File: config.mk
export PLATFORM = sky130hd
export DESIGN_NAME = iso_on_tcp_connect_responder
export DESIGN_NICKNAME = d
export VERILOG_FILES = /design/src/rtl/core/iotcr_pkg.sv /design/src/rtl/core/iotcr_store.sv /design/src/rtl/core/iso_on_tcp_connect_responder.sv
export VERILOG_INCLUDE_DIRS = /design/src /design/src/rtl/core
export SDC_FILE = /design/constraint.sdc
export NUM_CORES = 1
export LEC_CHECK = 0
export ABC_CLOCK_PERIOD_IN_PS = 5500
export BUFFER_PORTS_ARGS = -buffer_cell sky130_fd_sc_hd__buf_2
export CAP_MARGIN = 5
export CORE_MARGIN = 2
export CORE_UTILIZATION = 39
export DETAILED_ROUTE_END_ITERATION = 16
export MAX_ROUTING_LAYER = met4
export PLACE_DENSITY = 0.57
export SYNTH_ARGS = -nofsm -noshare
export SYNTH_HDL_FRONTEND = slang
export SYNTH_HIERARCHICAL = 1
export SYNTH_SLANG_ARGS = --single-unit
File: constraint.sdc
create_clock -name clk -period 5.5 [get_ports clk]
set_input_delay 0.825 -clock clk [delete_from_list [all_inputs] [get_ports clk]]
set_output_delay 0.825 -clock clk [all_outputs]
set_load 0.005 [all_outputs]
File: src/rtl/core/iso_on_tcp_connect_responder_assert.svh
// Assertion macros for the ISO-on-TCP connection responder.
// Included by the top level; no other dependencies.
`ifndef ISO_ON_TCP_CONNECT_RESPONDER_ASSERT_SVH
`define ISO_ON_TCP_CONNECT_RESPONDER_ASSERT_SVH

// The consequent must hold in the same cycle as the antecedent.
`define IOTCR_ASSERT_NOW(label, clk, rst_n, ante, cons, msg) \
  label: assert property (@(posedge clk) disable iff (!rst_n) (ante) |-> (cons)) \
    else $error(msg);

// The consequent must hold in the cycle after the antecedent.
`define IOTCR_ASSERT_NEXT(label, clk, rst_n, ante, cons, msg) \
  label: assert property (@(posedge clk) disable iff (!rst_n) (ante) |=> (cons)) \
    else $error(msg);

`endif

File: src/rtl/core/iotcr_pkg.sv
// Types, constants and small decode tables for the ISO-on-TCP responder.
// No dependencies; used by the top level.
package iotcr_pkg;

  typedef struct packed {
    logic [7:0] in_byte;
    logic       in_last;
  } in_item_t;

  typedef struct packed {
    logic [7:0] out_byte;
    logic       out_last;
  } out_item_t;

  localparam int LEN_MIN_HDR   = 4;
  localparam int LEN_MIN_KIND  = 6;
  localparam int LEN_MIN_CR    = 11;
  localparam int LEN_MIN_SETUP = 25;
  localparam int ACK_LEN       = 27;
  localparam int ACK_HEAD_LEN  = 19;
  localparam int ACK_SRC_SHIFT = 2;

  localparam logic [3:0] COTP_CR = 4'hE;
  localparam logic [3:0] COTP_DT = 4'hF;
  localparam logic [7:0] COTP_CC = 8'hD0;

  localparam int POS_TYPE    = 5;
  localparam int POS_DREF_HI = 6;
  localparam int POS_DREF_LO = 7;
  localparam int POS_SREF_HI = 8;
  localparam int POS_SREF_LO = 9;
  localparam int POS_PDU_HI  = 11;
  localparam int POS_PDU_LO  = 12;

  localparam logic [2:0] CHK_VER    = 3'd0;
  localparam logic [2:0] CHK_RSVD   = 3'd1;
  localparam logic [2:0] CHK_LEN_HI = 3'd2;
  localparam logic [2:0] CHK_LEN_LO = 3'd3;
  localparam logic [2:0] CHK_KIND   = 3'd4;
  localparam logic [2:0] CHK_PROTO  = 3'd5;
  localparam logic [2:0] CHK_ROSCTR = 3'd6;
  localparam logic [2:0] CHK_FUNC   = 3'd7;

  localparam logic MODE_CC  = 1'b0;
  localparam logic MODE_ACK = 1'b1;

  function automatic logic [4:0] chk_addr(input logic [2:0] step);
    logic [4:0] a;
    unique case (step)
      CHK_VER:    a = 5'd0;
      CHK_RSVD:   a = 5'd1;
      CHK_LEN_HI: a = 5'd2;
      CHK_LEN_LO: a = 5'd3;
      CHK_KIND:   a = 5'd5;
      CHK_PROTO:  a = 5'd7;
      CHK_ROSCTR: a = 5'd8;
      CHK_FUNC:   a = 5'd17;
      default:    a = 5'd0;
    endcase
    return a;
  endfunction

  function automatic logic [7:0] chk_expect(input logic [2:0] step);
    logic [7:0] e;
    unique case (step)
      CHK_VER:    e = 8'h03;
      CHK_PROTO:  e = 8'h32;
      CHK_ROSCTR: e = 8'h01;
      CHK_FUNC:   e = 8'hF0;
      default:    e = 8'h00;
    endcase
    return e;
  endfunction

  function automatic logic [7:0] ack_head(input logic [4:0] idx);
    logic [7:0] b;
    unique case (idx)
      5'd0:    b = 8'h03;
      5'd3:    b = 8'h1B;
      5'd4:    b = 8'h02;
      5'd5:    b = 8'hF0;
      5'd6:    b = 8'h80;
      5'd7:    b = 8'h32;
      5'd8:    b = 8'h03;
      5'd14:   b = 8'h08;
      default: b = 8'h00;
    endcase
    return b;
  endfunction

endpackage

File: src/rtl/core/iotcr_store.sv
// Packet store of the ISO-on-TCP responder: one write port, one registered read port.
// No dependencies; instantiated by the top level.
module iotcr_store #(
  parameter int DEPTH = 64,
  parameter int AW    = 6
) (
  input  logic          clk,
  input  logic          wr_en,
  input  logic [AW-1:0] wr_addr,
  input  logic [7:0]    wr_data,
  input  logic [AW-1:0] rd_addr,
  output logic [7:0]    rd_data
);

  logic [7:0] mem [DEPTH];
  logic [7:0] rd_data_r;

  always_ff @(posedge clk) begin
    if (wr_en) begin
      mem[wr_addr] <= wr_data;
    end
    rd_data_r <= mem[rd_addr];
  end

  assign rd_data = rd_data_r;

endmodule

File: src/rtl/core/iso_on_tcp_connect_responder.sv
// Top level of the ISO-on-TCP connection responder.
// Depends on iotcr_pkg, iotcr_store and iso_on_tcp_connect_responder_assert.svh.
//
// Request bytes are taken one per cycle while busy is low. After the final byte
// of a packet that fits the store and holds at least four bytes, the block goes
// busy and reads header bytes through the single read port of the packet store
// for its checks (at most eight reads). If all pass, it sends the response,
// each byte read from the store and then registered onto the output. A
// connection confirm is as long as the request, a setup acknowledgment 27 bytes.
// Each response byte is shown for exactly one cycle with out_valid high; the
// receiver must take every transfer as it comes.
module iso_on_tcp_connect_responder
  import iotcr_pkg::*;
#(
  parameter int MAX_PACKET = 64
) (
  input  logic        clk,
  input  logic        rst_n,
  input  logic        start,
  output logic        busy,
  input  in_item_t    in_data,
  input  logic        cfg_we,
  input  logic [15:0] cfg_wdata,
  output logic        out_valid,
  output out_item_t   out_data
);

  `include "iso_on_tcp_connect_responder_assert.svh"

  localparam int AW = $clog2(MAX_PACKET);
  localparam int CW = $clog2(MAX_PACKET + 1);

  localparam logic [2:0] S_IDLE = 3'd0;
  localparam logic [2:0] S_RD   = 3'd1;
  localparam logic [2:0] S_CMP  = 3'd2;
  localparam logic [2:0] S_ERD  = 3'd3;
  localparam logic [2:0] S_EMIT = 3'd4;

  logic [2:0]    state_r, state_nxt;
  logic [2:0]    step_r, step_nxt;
  logic [CW-1:0] count_r, count_nxt;
  logic          too_long_r, too_long_nxt;
  logic [CW-1:0] len_r, len_nxt;
  logic [CW-1:0] idx_r, idx_nxt;
  logic [CW-1:0] end_r, end_nxt;
  logic          mode_r, mode_nxt;
  logic [15:0]   local_ref_r;
  logic          out_valid_r, out_valid_nxt;
  out_item_t     out_data_r, out_data_nxt;

  logic          accept;
  logic          full;
  logic          wr_en;
  logic [CW-1:0] new_count;
  logic [AW-1:0] rd_addr;
  logic [7:0]    rd_data;
  logic [7:0]    cmp_exp;
  logic          cmp_eq;
  logic          emit_last;
  logic [CW-1:0] src_idx;
  logic [7:0]    emit_byte;

  assign accept    = start && (state_r == S_IDLE);
  assign busy      = (state_r != S_IDLE);
  assign full      = (count_r == CW'(MAX_PACKET));
  assign wr_en     = accept && !full;
  assign new_count = full ? count_r : CW'(count_r + 1'b1);

  always_comb begin
    src_idx = idx_r;
    if (mode_r == MODE_CC) begin
      if (idx_r == CW'(POS_DREF_HI)) begin
        src_idx = CW'(POS_SREF_HI);
      end else if (idx_r == CW'(POS_DREF_LO)) begin
        src_idx = CW'(POS_SREF_LO);
      end
    end else if (idx_r >= CW'(ACK_HEAD_LEN)) begin
      src_idx = CW'(idx_r - CW'(ACK_SRC_SHIFT));
    end
  end

  assign rd_addr = (state_r == S_ERD) ? AW'(src_idx) : AW'(chk_addr(step_r));

  iotcr_store #(
    .DEPTH (MAX_PACKET),
    .AW    (AW)
  ) u_store (
    .clk     (clk),
    .wr_en   (wr_en),
    .wr_addr (AW'(count_r)),
    .wr_data (in_data.in_byte),
    .rd_addr (rd_addr),
    .rd_data (rd_data)
  );

  assign cmp_exp   = (step_r == CHK_LEN_LO) ? 8'(len_r) : chk_expect(step_r);
  assign cmp_eq    = (rd_data == cmp_exp);
  assign emit_last = (CW'(idx_r + 1'b1) == end_r);

  always_comb begin
    emit_byte = rd_data;
    if (mode_r == MODE_CC) begin
      if (idx_r == CW'(POS_TYPE)) begin
        emit_byte = COTP_CC;
      end else if (idx_r == CW'(POS_SREF_HI)) begin
        emit_byte = local_ref_r[15:8];
      end else if (idx_r == CW'(POS_SREF_LO)) begin
        emit_byte = local_ref_r[7:0];
      end
    end else if (idx_r < CW'(ACK_HEAD_LEN) && idx_r != CW'(POS_PDU_HI) &&
                 idx_r != CW'(POS_PDU_LO)) begin
      emit_byte = ack_head(5'(idx_r));
    end
  end

  always_comb begin
    state_nxt     = state_r;
    step_nxt      = step_r;
    count_nxt     = count_r;
    too_long_nxt  = too_long_r;
    len_nxt       = len_r;
    idx_nxt       = idx_r;
    end_nxt       = end_r;
    mode_nxt      = mode_r;
    out_valid_nxt = 1'b0;
    out_data_nxt  = out_data_r;
    unique case (state_r)
      S_IDLE: begin
        if (accept) begin
          if (in_data.in_last) begin
            count_nxt    = '0;
            too_long_nxt = 1'b0;
            len_nxt      = new_count;
            step_nxt     = CHK_VER;
            if (!(too_long_r || full) && new_count >= CW'(LEN_MIN_HDR)) begin
              state_nxt = S_RD;
            end
          end else begin
            count_nxt    = new_count;
            too_long_nxt = too_long_r || full;
          end
        end
      end
      S_RD: begin
        state_nxt = S_CMP;
      end
      S_CMP: begin
        state_nxt = S_IDLE;
        idx_nxt   = '0;
        if (step_r == CHK_KIND) begin
          if (rd_data[7:4] == COTP_CR && len_r >= CW'(LEN_MIN_CR)) begin
            mode_nxt  = MODE_CC;
            end_nxt   = len_r;
            state_nxt = S_ERD;
          end else if (rd_data[7:4] == COTP_DT && len_r >= CW'(LEN_MIN_SETUP)) begin
            step_nxt  = CHK_PROTO;
            state_nxt = S_RD;
          end
        end else if (cmp_eq) begin
          if (step_r == CHK_FUNC) begin
            mode_nxt  = MODE_ACK;
            end_nxt   = CW'(ACK_LEN);
            state_nxt = S_ERD;
          end else if (step_r != CHK_LEN_LO || len_r >= CW'(LEN_MIN_KIND)) begin
            step_nxt  = step_r + 3'd1;
            state_nxt = S_RD;
          end
        end
      end
      S_ERD: begin
        state_nxt = S_EMIT;
      end
      S_EMIT: begin
        out_valid_nxt         = 1'b1;
        out_data_nxt.out_byte = emit_byte;
        out_data_nxt.out_last = emit_last;
        idx_nxt               = CW'(idx_r + 1'b1);
        state_nxt             = emit_last ? S_IDLE : S_ERD;
      end
      default: begin
        state_nxt = S_IDLE;
      end
    endcase
  end

  always_ff @(posedge clk) begin
    if (!rst_n) begin
      state_r     <= S_IDLE;
      step_r      <= CHK_VER;
      count_r     <= '0;
      too_long_r  <= 1'b0;
      idx_r       <= '0;
      out_valid_r <= 1'b0;
      local_ref_r <= 16'h0001;
    end else begin
      state_r     <= state_nxt;
      step_r      <= step_nxt;
      count_r     <= count_nxt;
      too_long_r  <= too_long_nxt;
      idx_r       <= idx_nxt;
      out_valid_r <= out_valid_nxt;
      if (cfg_we) begin
        local_ref_r <= cfg_wdata;
      end
    end
  end

  always_ff @(posedge clk) begin
    len_r      <= len_nxt;
    end_r      <= end_nxt;
    mode_r     <= mode_nxt;
    out_data_r <= out_data_nxt;
  end

  assign out_valid = out_valid_r;
  assign out_data  = out_data_r;

  `IOTCR_ASSERT_NOW(a_strobe_from_emit, clk, rst_n, out_valid_r,
                    $past(state_r == S_EMIT), "Output strobe without an emit cycle.")
  `IOTCR_ASSERT_NEXT(a_last_ends_response, clk, rst_n, state_r == S_EMIT && emit_last,
                     state_r == S_IDLE && out_data_r.out_last, "Response did not end on its final byte.")
  `IOTCR_ASSERT_NOW(a_index_in_range, clk, rst_n, state_r == S_ERD || state_r == S_EMIT,
                    idx_r < end_r, "Response index ran past the response length.")
  `IOTCR_ASSERT_NEXT(a_overlong_dropped, clk, rst_n,
                     accept && in_data.in_last && (too_long_r || full),
                     state_r == S_IDLE && count_r == '0, "Overlong packet was not dropped.")

endmodule
==> impl_metrics.tcl, run 1 <==
set metrics [dict create \
    vias_per_cell 5.57 \
    htreeDepth 2 \
    netlist_area_um2 24600 \
    finalCriticalPeriod_ns 4.88 \
    required_ns 6.01 \
    clk_latency_ns 0.64 \
    hp-class "primary input to register" \
    cts_tree "yes" \
    crit_fanout 19 \
    cp.arrival_ns 5.40 \
    grt_max_degree 65 \
    synthToLayoutAreaGrowth_pct 12.4 \
    syn_nets 1474 \
    reg2reg_setup_slack_ns 0.62 \
    fin_skew_ns 0.0388 \
    finalCritPeriodShare_pct 88.8 \
    syn_area_per_cell_um2 17.2 \
    netlist_instances 1425 \
    vias 13200 \
    synth-seq-cells 594 \
    synth-edff-count 536 \
    clock_path_buffers 3 \
    ys_async_sr_fraction_pct 0 \
    hold_viol 0 \
    maxCapViolations 0 \
    synth_seq_area_share_pct 70.2 \
    peakVddDrop_uv 233 \
    postCtsHoldBufs 0 \
    drt-wirelength-per-cell_um 24.1 \
    postCtsResizedCells 0 \
    ios 40 \
    drc 0 \
    tightest_slew_ns 1.16 \
    drt-initial-drc-count 1103 \
    clkTransAtPathRegs_ns 0.06 \
    grt-ovfl-total 0 \
    whs_path_depth 3 \
    worstSetupPathType "register to register" \
    die_w_um 255 \
    fill_cells 5478 \
    leakage_nw 8.62 \
    r2r_cells 13 \
    grt_antenna_before_repair 0 \
    drive_gt1_share_pct 20.0 \
    postRouteAntennaNets 0 \
    place_hpwl_um 35300 \
    slew_violations 0 \
    max_stage_delay_ns 0.67 \
    design.core.area_um2 62700 \
    numCtsBuffers 61 \
    yosysWarnings 6 \
    grt_pass1_wl_um 86100 \
    rows 92 \
    cts_root_buf "clkbuf_16" \
    cp_slowest_cell "o21ai_4" \
    grt_pass1_vias 13200 \
    cts_setup_buffers 0 \
    power_density_nw_per_um2 333 \
    finalWirelength_um 57100 \
    clock_sink_count 594 \
    outcome "finished, final reports clean" \
    rsz0062_at_grt "false" \
    crit_family "compound AO/OA/AOI/OAI gates" \
    setup_tns_ns 0 \
    gp_congestion 0.802 \
    synthFlopType "edfxtp_1" \
    worst-path-buf-inv 1 \
    crit_chain "inv_1 > ha_1 > a211o_1 > o21a_1 > o31ai_1 > nor2_1 > mux2i_1 > o21ai_4 > nand2b_1 > a211oi_1 > nor4_1 > nor3_1 > o32ai_1" \
    first_pass_iters 7 \
    grtUsageTotal_pct 18.5 \
    layout.nets 1522 \
    setup_viol 0 \
    initial_utilization_pct 39.2 \
    fmax_mhz 205 \
    end_kind "register" \
    io_buffers 39 \
    synth.distinct_cells 74 \
    critPathLaunchType "register" \
    final_core_util_pct 44.0 \
    slew_headroom_pct 22.6 \
    power_w 0.00919 \
    dieArea_um2 65000 \
    antenna_cells 0 \
    worst-path-stages 13 \
    timing.hold.ws_ns 0.414 \
    die_y_um 255 \
]
## sequential cells by signal, indices dropped and copies added, names as in the netlist, 3 cells and up, named ones only
name / cells
idx_r: 7
u_store/rd_data: 8
len_r: 7
u_store/mem: 512
out_data: 9
state_r: 3
end_r: 7
step_r: 3
count_r: 7
local_ref_r: 16
## synthesized netlist by cell type, types with 4 or more instances
master     number  area (um2)
nand3_1        25         125
mux2_2         15         169
mux2i_1        62         621
nand2_1        62         233
xnor2_1        14         123
o2111ai_1       4        35.0
a22oi_1        10        75.1
o221ai_1        9        78.8
o211ai_1       11        82.6
clkbuf_1       35         131
dfxtp_1        58        1160
nand2b_1       11        68.8
nor2_1        134         503
buf_6           5        56.3
xor2_1          7        61.3
nor4_1          5        31.3
a2111oi_0       4        35.0
nor2b_1        23         144
nand3b_1        9        67.6
ha_1           20         250
or3_1           4        25.0
a31oi_1         4        25.0
inv_1          24        90.1
and2_1          7        43.8
a211oi_1        5        37.5
buf_2          16        80.1
nor3_1         18        90.1
o22ai_1        10        62.6
a221oi_1        7        61.3
buf_1           5        18.8
edfxtp_1      536       16100
or2b_1          4        30.0
a21oi_1        22         110
o21a_1          9        67.6
and3_1          7        43.8
mux4_2        126        2840
nand4_1         6        37.5
buf_4          13        97.6
o21ai_0        26         130
## metal layers
layer	routed length (um)	track usage, %	up-vias
met1	24600	24.7	6921
met2	27900	29.6	399
li1	-	-	5783
met5	0	-	-
met4	1530	5.75	0
met3	3010	2.64	104
## final timing paths
path	startpoint	end
worst max register to register	idx_r[2]	u_store/rd_data[6]
worst min register to register	too_long_r	too_long_r
worst max-delay path	idx_r[2]	u_store/rd_data[6]
worst min-delay path	cfg_wdata[0]	local_ref_r[0]
## per-stage QoR
step | instances | worst slack [ns] | instance area [um2]
after floorplan | 1425 | 1.60 | 24600
after global placement | 2256 | 0.831 | 25700
after detailed placement | 2256 | 0.756 | 25700
after CTS | 2369 | 0.714 | 27600
after global routing | 2369 | 0.376 | 27600
final | 2369 | 0.617 | 27600
## cells by family after synthesis
group / Yosys count / share of synthesized area (%)
mux: 204 / 14.8
simple gates: 328 / 6.44
xor+xnor: 21 / 0.748
buf+inv: 101 / 2.11
fa+ha+maj: 20 / 1.02
flops: 594 / 70.2
compound gates: 157 / 4.65
## worst min-delay path, cell delays in order
cell     delay, ns
buf_2         0.08
mux2i_1       0.05
nand2_1       0.06
## area by class of cell
| type | count | area (um2) | area share, % |
|---|---|---|---|
| inverters | 25 | 93.8 | 0.340 |
| well taps | 846 | 1060 | 3.83 |
| clock inverters | 37 | 317 | 1.15 |
| clock buffers | 76 | 1630 | 5.88 |
| multi-input cells | 730 | 6850 | 24.8 |
| repair buffers | 61 | 423 | 1.53 |
| flip-flops and latches | 594 | 17300 | 62.5 |
## layout by cell type (no fill, tap or decap), types with 18 or more instances in the layout
cell / count
buf_2: 39
nor3_1: 18
edfxtp_1: 536
inv_1: 24
nor2b_1: 23
nor2_1: 134
a21oi_1: 22
clkbuf_16: 63
mux4_2: 126
dfxtp_1: 58
nand3_1: 25
nand2_1: 62
ha_1: 20
mux2i_1: 62
o21ai_0: 22
## power by group
part	total [W]	internal [W]	switching [W]
sequential	0.00496	0.00494	0.0000262
clock	0.00400	0.00228	0.00172
combinational	0.000235	0.0000839	0.000152
No activity file was read; power rests on OpenSTA's default activity.
==> run 2: changes to the inputs <==
- SYNTH_HIERARCHICAL: 1 -> not set
==> impl_metrics.tcl, run 2 <==
set metrics [dict create \
    synth-edff-count 536 \
    gr-usage-met3_pct 4.12 \
    yosysWarnings 0 \
    vias 16800 \
    worstSetupPathType "register to register" \
    r2r-end "u_store.rd_data[3]" \
    synth_top_area_share_pct 62.8 \
    postCtsHoldBufs 0 \
    cts_root_buf "clkbuf_16" \
    largest_reg_flops 512 \
    finalCriticalPeriod_ns 4.17 \
    finalWirelength_um 73900 \
    layout_common_cells "edfxtp_1 (536), nand2_1 (174), nor2_1 (122), a211oi_1 (97), and3_1 (88)" \
    die_y_um 260 \
    setup_viol 0 \
    drive_gt1_share_pct 11.5 \
    netlist_area_um2 25600 \
    drt-initial-drc-count 1841 \
    place_hpwl_um 46000 \
    fmax_mhz 240 \
    numCtsBuffers 61 \
    fin_skew_ns 0.0164 \
    setup.worst_path.end "u_store.rd_data[3]" \
    r2r-start "state_r[0]" \
    die_w_um 260 \
    power_switching_w 0.00188 \
    regMostFlops "u_store.mem" \
    clock_path_buffers 3 \
    yosysMostFrequentCell "edfxtp_1" \
    synth_seq_area_share_pct 67.3 \
    timing.hold.ws_ns 0.421 \
    slew_headroom_pct 24.3 \
    clkPwrFrac_pct 43.9 \
    synth-seq-cells 594 \
    clk_latency_ns 0.63 \
    clock_sink_count 594 \
    power_w 0.00912 \
    slew_violations 0 \
    hold_viol 0 \
    antenna_cells 0 \
    postCtsResizedCells 0 \
    clkTransAtPathRegs_ns 0.06 \
    layout.nets 1983 \
    grt_util_met2_pct 33.8 \
    r2r_cells 9 \
    end_kind "register" \
    hp-class "primary input to register" \
    synthToLayoutAreaGrowth_pct 11.5 \
    vias_per_cell 5.90 \
    design.core.area_um2 65400 \
    layout_commonest_cell "edfxtp_1" \
    power_density_nw_per_um2 319 \
    synthFlopType "edfxtp_1" \
    intPower_w 0.00724 \
    io_buffers 39 \
    comb_power_share_pct 1.7 \
    grt-ovfl-total 0 \
    syn_area_per_cell_um2 13.4 \
    cp.arrival_ns 4.65 \
    syn_nets 1968 \
    reg2reg_setup_slack_ns 1.33 \
    leakage_nw 9.52 \
    cts_tree "yes" \
    drt-wirelength-per-cell_um 25.9 \
    grt_max_degree 95 \
    ios 40 \
    gp_congestion 0.911 \
    gr-max-usage-layer "met2" \
    peakVddDrop_uv 236 \
    netlist_instances 1919 \
    tightest_slew_ns 1.13 \
    critPathLaunchType "register" \
    yosys-top-cells-count "edfxtp_1 (536), nand2_1 (176), nor2_1 (122)" \
    dieArea_um2 67800 \
    synth.distinct_cells 88 \
    outcome "finished, final reports clean" \
    rows 94 \
    maxCapViolations 0 \
    grtUsageTotal_pct 22.4 \
    htreeDepth 2 \
    initial_utilization_pct 39.2 \
    cts_setup_buffers 0 \
    swShare_pct 20.6 \
    grt_pass1_vias 16200 \
    ys_async_sr_fraction_pct 0 \
    p_seq_share_pct 54.4 \
    grt_pass1_wl_um 109000 \
    drc 0 \
    finalCritPeriodShare_pct 75.9 \
    rsz0062_at_grt "false" \
    postRouteAntennaNets 0 \
    crit_fanout 64 \
    synth_top_area_cell "edfxtp_1" \
    grt_antenna_before_repair 0 \
    setup_tns_ns 0 \
    grt_use_met1_pct 29.7 \
    synth_area_leaders "edfxtp_1 (63%), dfxtp_1 (4.5%), a211oi_1 (2.8%)" \
    cp-startpoint "state_r[0]" \
    required_ns 5.98 \
    first_pass_iters 6 \
]
==> run 2: cell types whose count changed after synthesis, moves of 25 or more <==
cell	before	now
a21boi_0	2	27
o21ai_0	26	62
clkbuf_1	35	60
a311oi_1	1	27
mux4_2	126	1
buf_2	16	47
a211oi_1	5	97
and3_1	7	88
nand3_1	25	82
nand2_1	62	176
a22oi_1	10	41
a2111oi_0	4	29
==> run 2: cell type report <==
class | instances | area (um2)
Clock buffer | 73 | 1570
Clock inverter | 43 | 347
Fill cell | 6016 | 36800
Inverter | 35 | 131
Multi-Input combinational cell | 1155 | 7610
Sequential cell | 594 | 17300
Tap cell | 864 | 1080
Timing Repair Buffer | 87 | 591
==> run 2: cells by family after synthesis <==
kind of cell / after synthesis / synth area share (%)
muxes: 93 / 3.79
xor gates and xnor gates: 23 / 0.786
and+or+nand+nor: 567 / 10.9
AOI/OAI and AO/OA: 452 / 13.2
adders and majority gates: 20 / 0.976
DFF: 594 / 67.3
buffers and inverters: 170 / 3.09
==> run 2: power groups by stage <==
stage	logic, W	clock network, W	registers, W
after floorplan	0.0000531	0	0.00504
after global placement	0.000156	0	0.00505
after detailed placement	0.000161	0	0.00505
after CTS	0.000161	0.00406	0.00496
after global routing	0.000172	0.00425	0.00496
final	0.000158	0.00400	0.00496
==> run 2: worst min path at each step <==
stage	startpoint	slack (ns)	end	cells past startpoint
after floorplan	local_ref_r[0]	0.44	local_ref_r[0]	2
after global placement	local_ref_r[0]	0.46	local_ref_r[0]	2
after detailed placement	local_ref_r[0]	0.47	local_ref_r[0]	2
after CTS	cfg_wdata[13]	0.39	local_ref_r[13]	3
after global routing	cfg_wdata[0]	0.42	local_ref_r[0]	3
final	cfg_wdata[13]	0.42	local_ref_r[13]	3
==> run 2: critical path, stage by stage (launching register included) <==
cell	delay [ns]
dfxtp_1	0.47
and3b_1	0.60
o32a_4	0.54
nand2_4	0.30
buf_12	0.31
a2111oi_1	0.58
a311oi_1	0.11
a31o_1	0.23
a221oi_1	0.69
a211oi_1	0.11
==> run 2: metal layers <==
metal  vias to the layer above  part of all wire [%]
li1                       7508                     -
met1                      8403                    42
met2                       754                    46
met3                       145                   8.1
met4                         0                   4.1
met5                         -                     0
==> run 2: stage by stage <==
| step | area (um2) | setup WS [ns] | utilization, % | std cells |
|---|---|---|---|---|
| after CTS | 28600 | 1.40 | 43.7 | 2850 |
| after floorplan | 25600 | 2.41 | - | 1919 |
| after global routing | 28600 | 1.12 | 43.7 | 2851 |
| after global placement | 26700 | 1.48 | 40.8 | 2734 |
| final | 28600 | 1.33 | 43.7 | 2851 |
| after detailed placement | 26700 | 1.42 | 40.8 | 2734 |
==> run 3: changes to the inputs <==
- ABC_CLOCK_PERIOD_IN_PS: 5500 -> 3800
- PLACE_DENSITY: 0.57 -> 0.59
- clock period: 5.5 -> 3.8 ns (I/O delays scaled with it)
==> impl_metrics.tcl, run 3 (synthesis gave the netlist of run 2 again) <==
set metrics [dict create \
    outcome "finished, final reports clean" \
    finalWorstSetupSlack_ns 0.0938 \
    clock_path_buffers 3 \
    layout_commonest_cell "edfxtp_1" \
    finalCritPeriodShare_pct 97.5 \
    ios 40 \
    swShare_pct 20.7 \
    p_seq_share_pct 52.8 \
    fin_cells 2962 \
    worstSetupPathType "register to register" \
    power_w 0.0136 \
    grt-ovfl-total 0 \
    gp_congestion 0.894 \
    io_buffers 39 \
    first_pass_iters 5 \
    crit_family "compound AO/OA/AOI/OAI gates" \
    finalCriticalPeriod_ns 3.71 \
    power_density_nw_per_um2 456 \
    finalWirelength_um 73500 \
    cp_slowest_cell "or3b_1" \
    crit_fanout 54 \
    cp.arrival_ns 4.24 \
    cts_root_buf "clkbuf_16" \
    htreeDepth 2 \
    layout_common_cells "edfxtp_1 (536), nand2_1 (174), buf_4 (147), nor2_1 (122), a211oi_1 (91)" \
    grt_pass1_wl_um 108000 \
    vias_per_cell 5.79 \
    numCtsBuffers 61 \
    grtUsageTotal_pct 22.2 \
    fmax_mhz 270 \
    slew_violations 0 \
    regMostFlops "u_store.mem" \
    hold_viol 0 \
    place_hpwl_um 48300 \
    vias 17100 \
    antenna_cells 0 \
    slew_headroom_pct 31.6 \
    die_w_um 260 \
    largest_reg_flops 512 \
    grt_max_degree 65 \
    layout.nets 2097 \
    grt_antenna_before_repair 3 \
    dp_cells 2849 \
    clkTransAtPathRegs_ns 0.07 \
    power_switching_w 0.00281 \
    crit_chain "buf_4 > or3b_1 > o31a_4 > o211ai_4 > buf_12 > nand3_2 > buf_4 > a211oi_1 > a211oi_1 > a22oi_1 > a211oi_1" \
    critPathLaunchType "register" \
    clock_sink_count 594 \
    synthToLayoutAreaGrowth_pct 16.3 \
    comb_power_share_pct 1.8 \
    drt-initial-drc-count 1997 \
    cts_setup_buffers 0 \
    drive_gt1_share_pct 17.3 \
    clk_latency_ns 0.66 \
    critical-path-top-cell-by-count "a211oi_1" \
    drt-wirelength-per-cell_um 24.8 \
    postRouteAntennaNets 0 \
    maxCapViolations 0 \
    rows 94 \
    hp-class "primary input to register" \
    initial_utilization_pct 39.2 \
    setup_viol 0 \
    clkPwrFrac_pct 45.4 \
    end_kind "register" \
    die_y_um 260 \
    intPower_w 0.0108 \
    leakage_nw 10.2 \
    peakVddDrop_uv 359 \
    fin_skew_ns 0.0365 \
    dieArea_um2 67800 \
    tightest_slew_ns 1.03 \
    preCtsSetupSlack_ns -0.0429 \
    design.core.area_um2 65400 \
    worst-path-buf-inv 3 \
    cts_tree "yes" \
    required_ns 4.33 \
    timing.hold.ws_ns 0.158 \
    postCtsHoldBufs 0 \
    rsz0062_at_grt "true" \
    max_stage_delay_ns 0.49 \
    grt_pass1_vias 16500 \
    drc 0 \
]
## run 3: final cells by class
class,instances,area (um2)
Inverter,35,131
Fill cell,5888,35600
Sequential cell,594,17300
Tap cell,864,1080
Clock buffer,70,1560
Multi-Input combinational cell,1155,7690
Timing Repair Buffer,201,1590
Clock inverter,43,495
## run 3: final timing paths
path / start / to / slack [ns] / depth (start not counted)
max: idx_r[2] / u_store.rd_data[0] / 0.09 / 11
min: cfg_wdata[7] / local_ref_r[7] / 0.16 / 3
max reg2reg: idx_r[2] / u_store.rd_data[0] / 0.09 / 11
min reg2reg: local_ref_r[0] / local_ref_r[0] / 0.48 / 2
## run 3: power groups by stage
stage | Sequential (W) | Clock, W | Combinational (W)
6_report | 0.00718 | 0.00616 | 0.000239
5_1_grt | 0.00717 | 0.00651 | 0.000261
4_1_cts | 0.00717 | 0.00626 | 0.000242
3_5_place_dp | 0.00731 | 0 | 0.000242
3_3_place_gp | 0.00731 | 0 | 0.000235
2_1_floorplan | 0.00729 | 0 | 0.0000769
## run 3: stage by stage
stage	utilization, %	setup TNS [ns]	instance area, um2
finish	45.6	0	29800
global route	45.6	-0.155	29800
CTS	45.5	0	29700
detailed placement	42.3	-0.0852	27700
global placement	42.3	0	27700
floorplan	-	0	25600
## run 3: worst reg2reg max path, cell delays in order (launching register included)
cell      delay [ns]
dfxtp_1         0.34
buf_4           0.28
or3b_1          0.50
o31a_4          0.42
o211ai_4        0.15
buf_12          0.27
nand3_2         0.43
buf_4           0.33
a211oi_1        0.28
a211oi_1        0.11
a22oi_1         0.35
a211oi_1        0.13
## run 3: repair_timing
| action | 4_1_cts | 5_1_grt |
|---|---|---|
| pin swaps | 0 | 1 |
| endpoints found under the setup margin | 3 | 8 |
| gates resized for setup | 1 | 18 |
## run 3: per-layer routing
metal	track usage [%]	share of wire, %	vias up
met5	-	0	-
met4	7.27	3.1	0
met3	4.56	8.0	130
met2	34.2	46	670
met1	29.4	43	8607
li1	-	-	7736
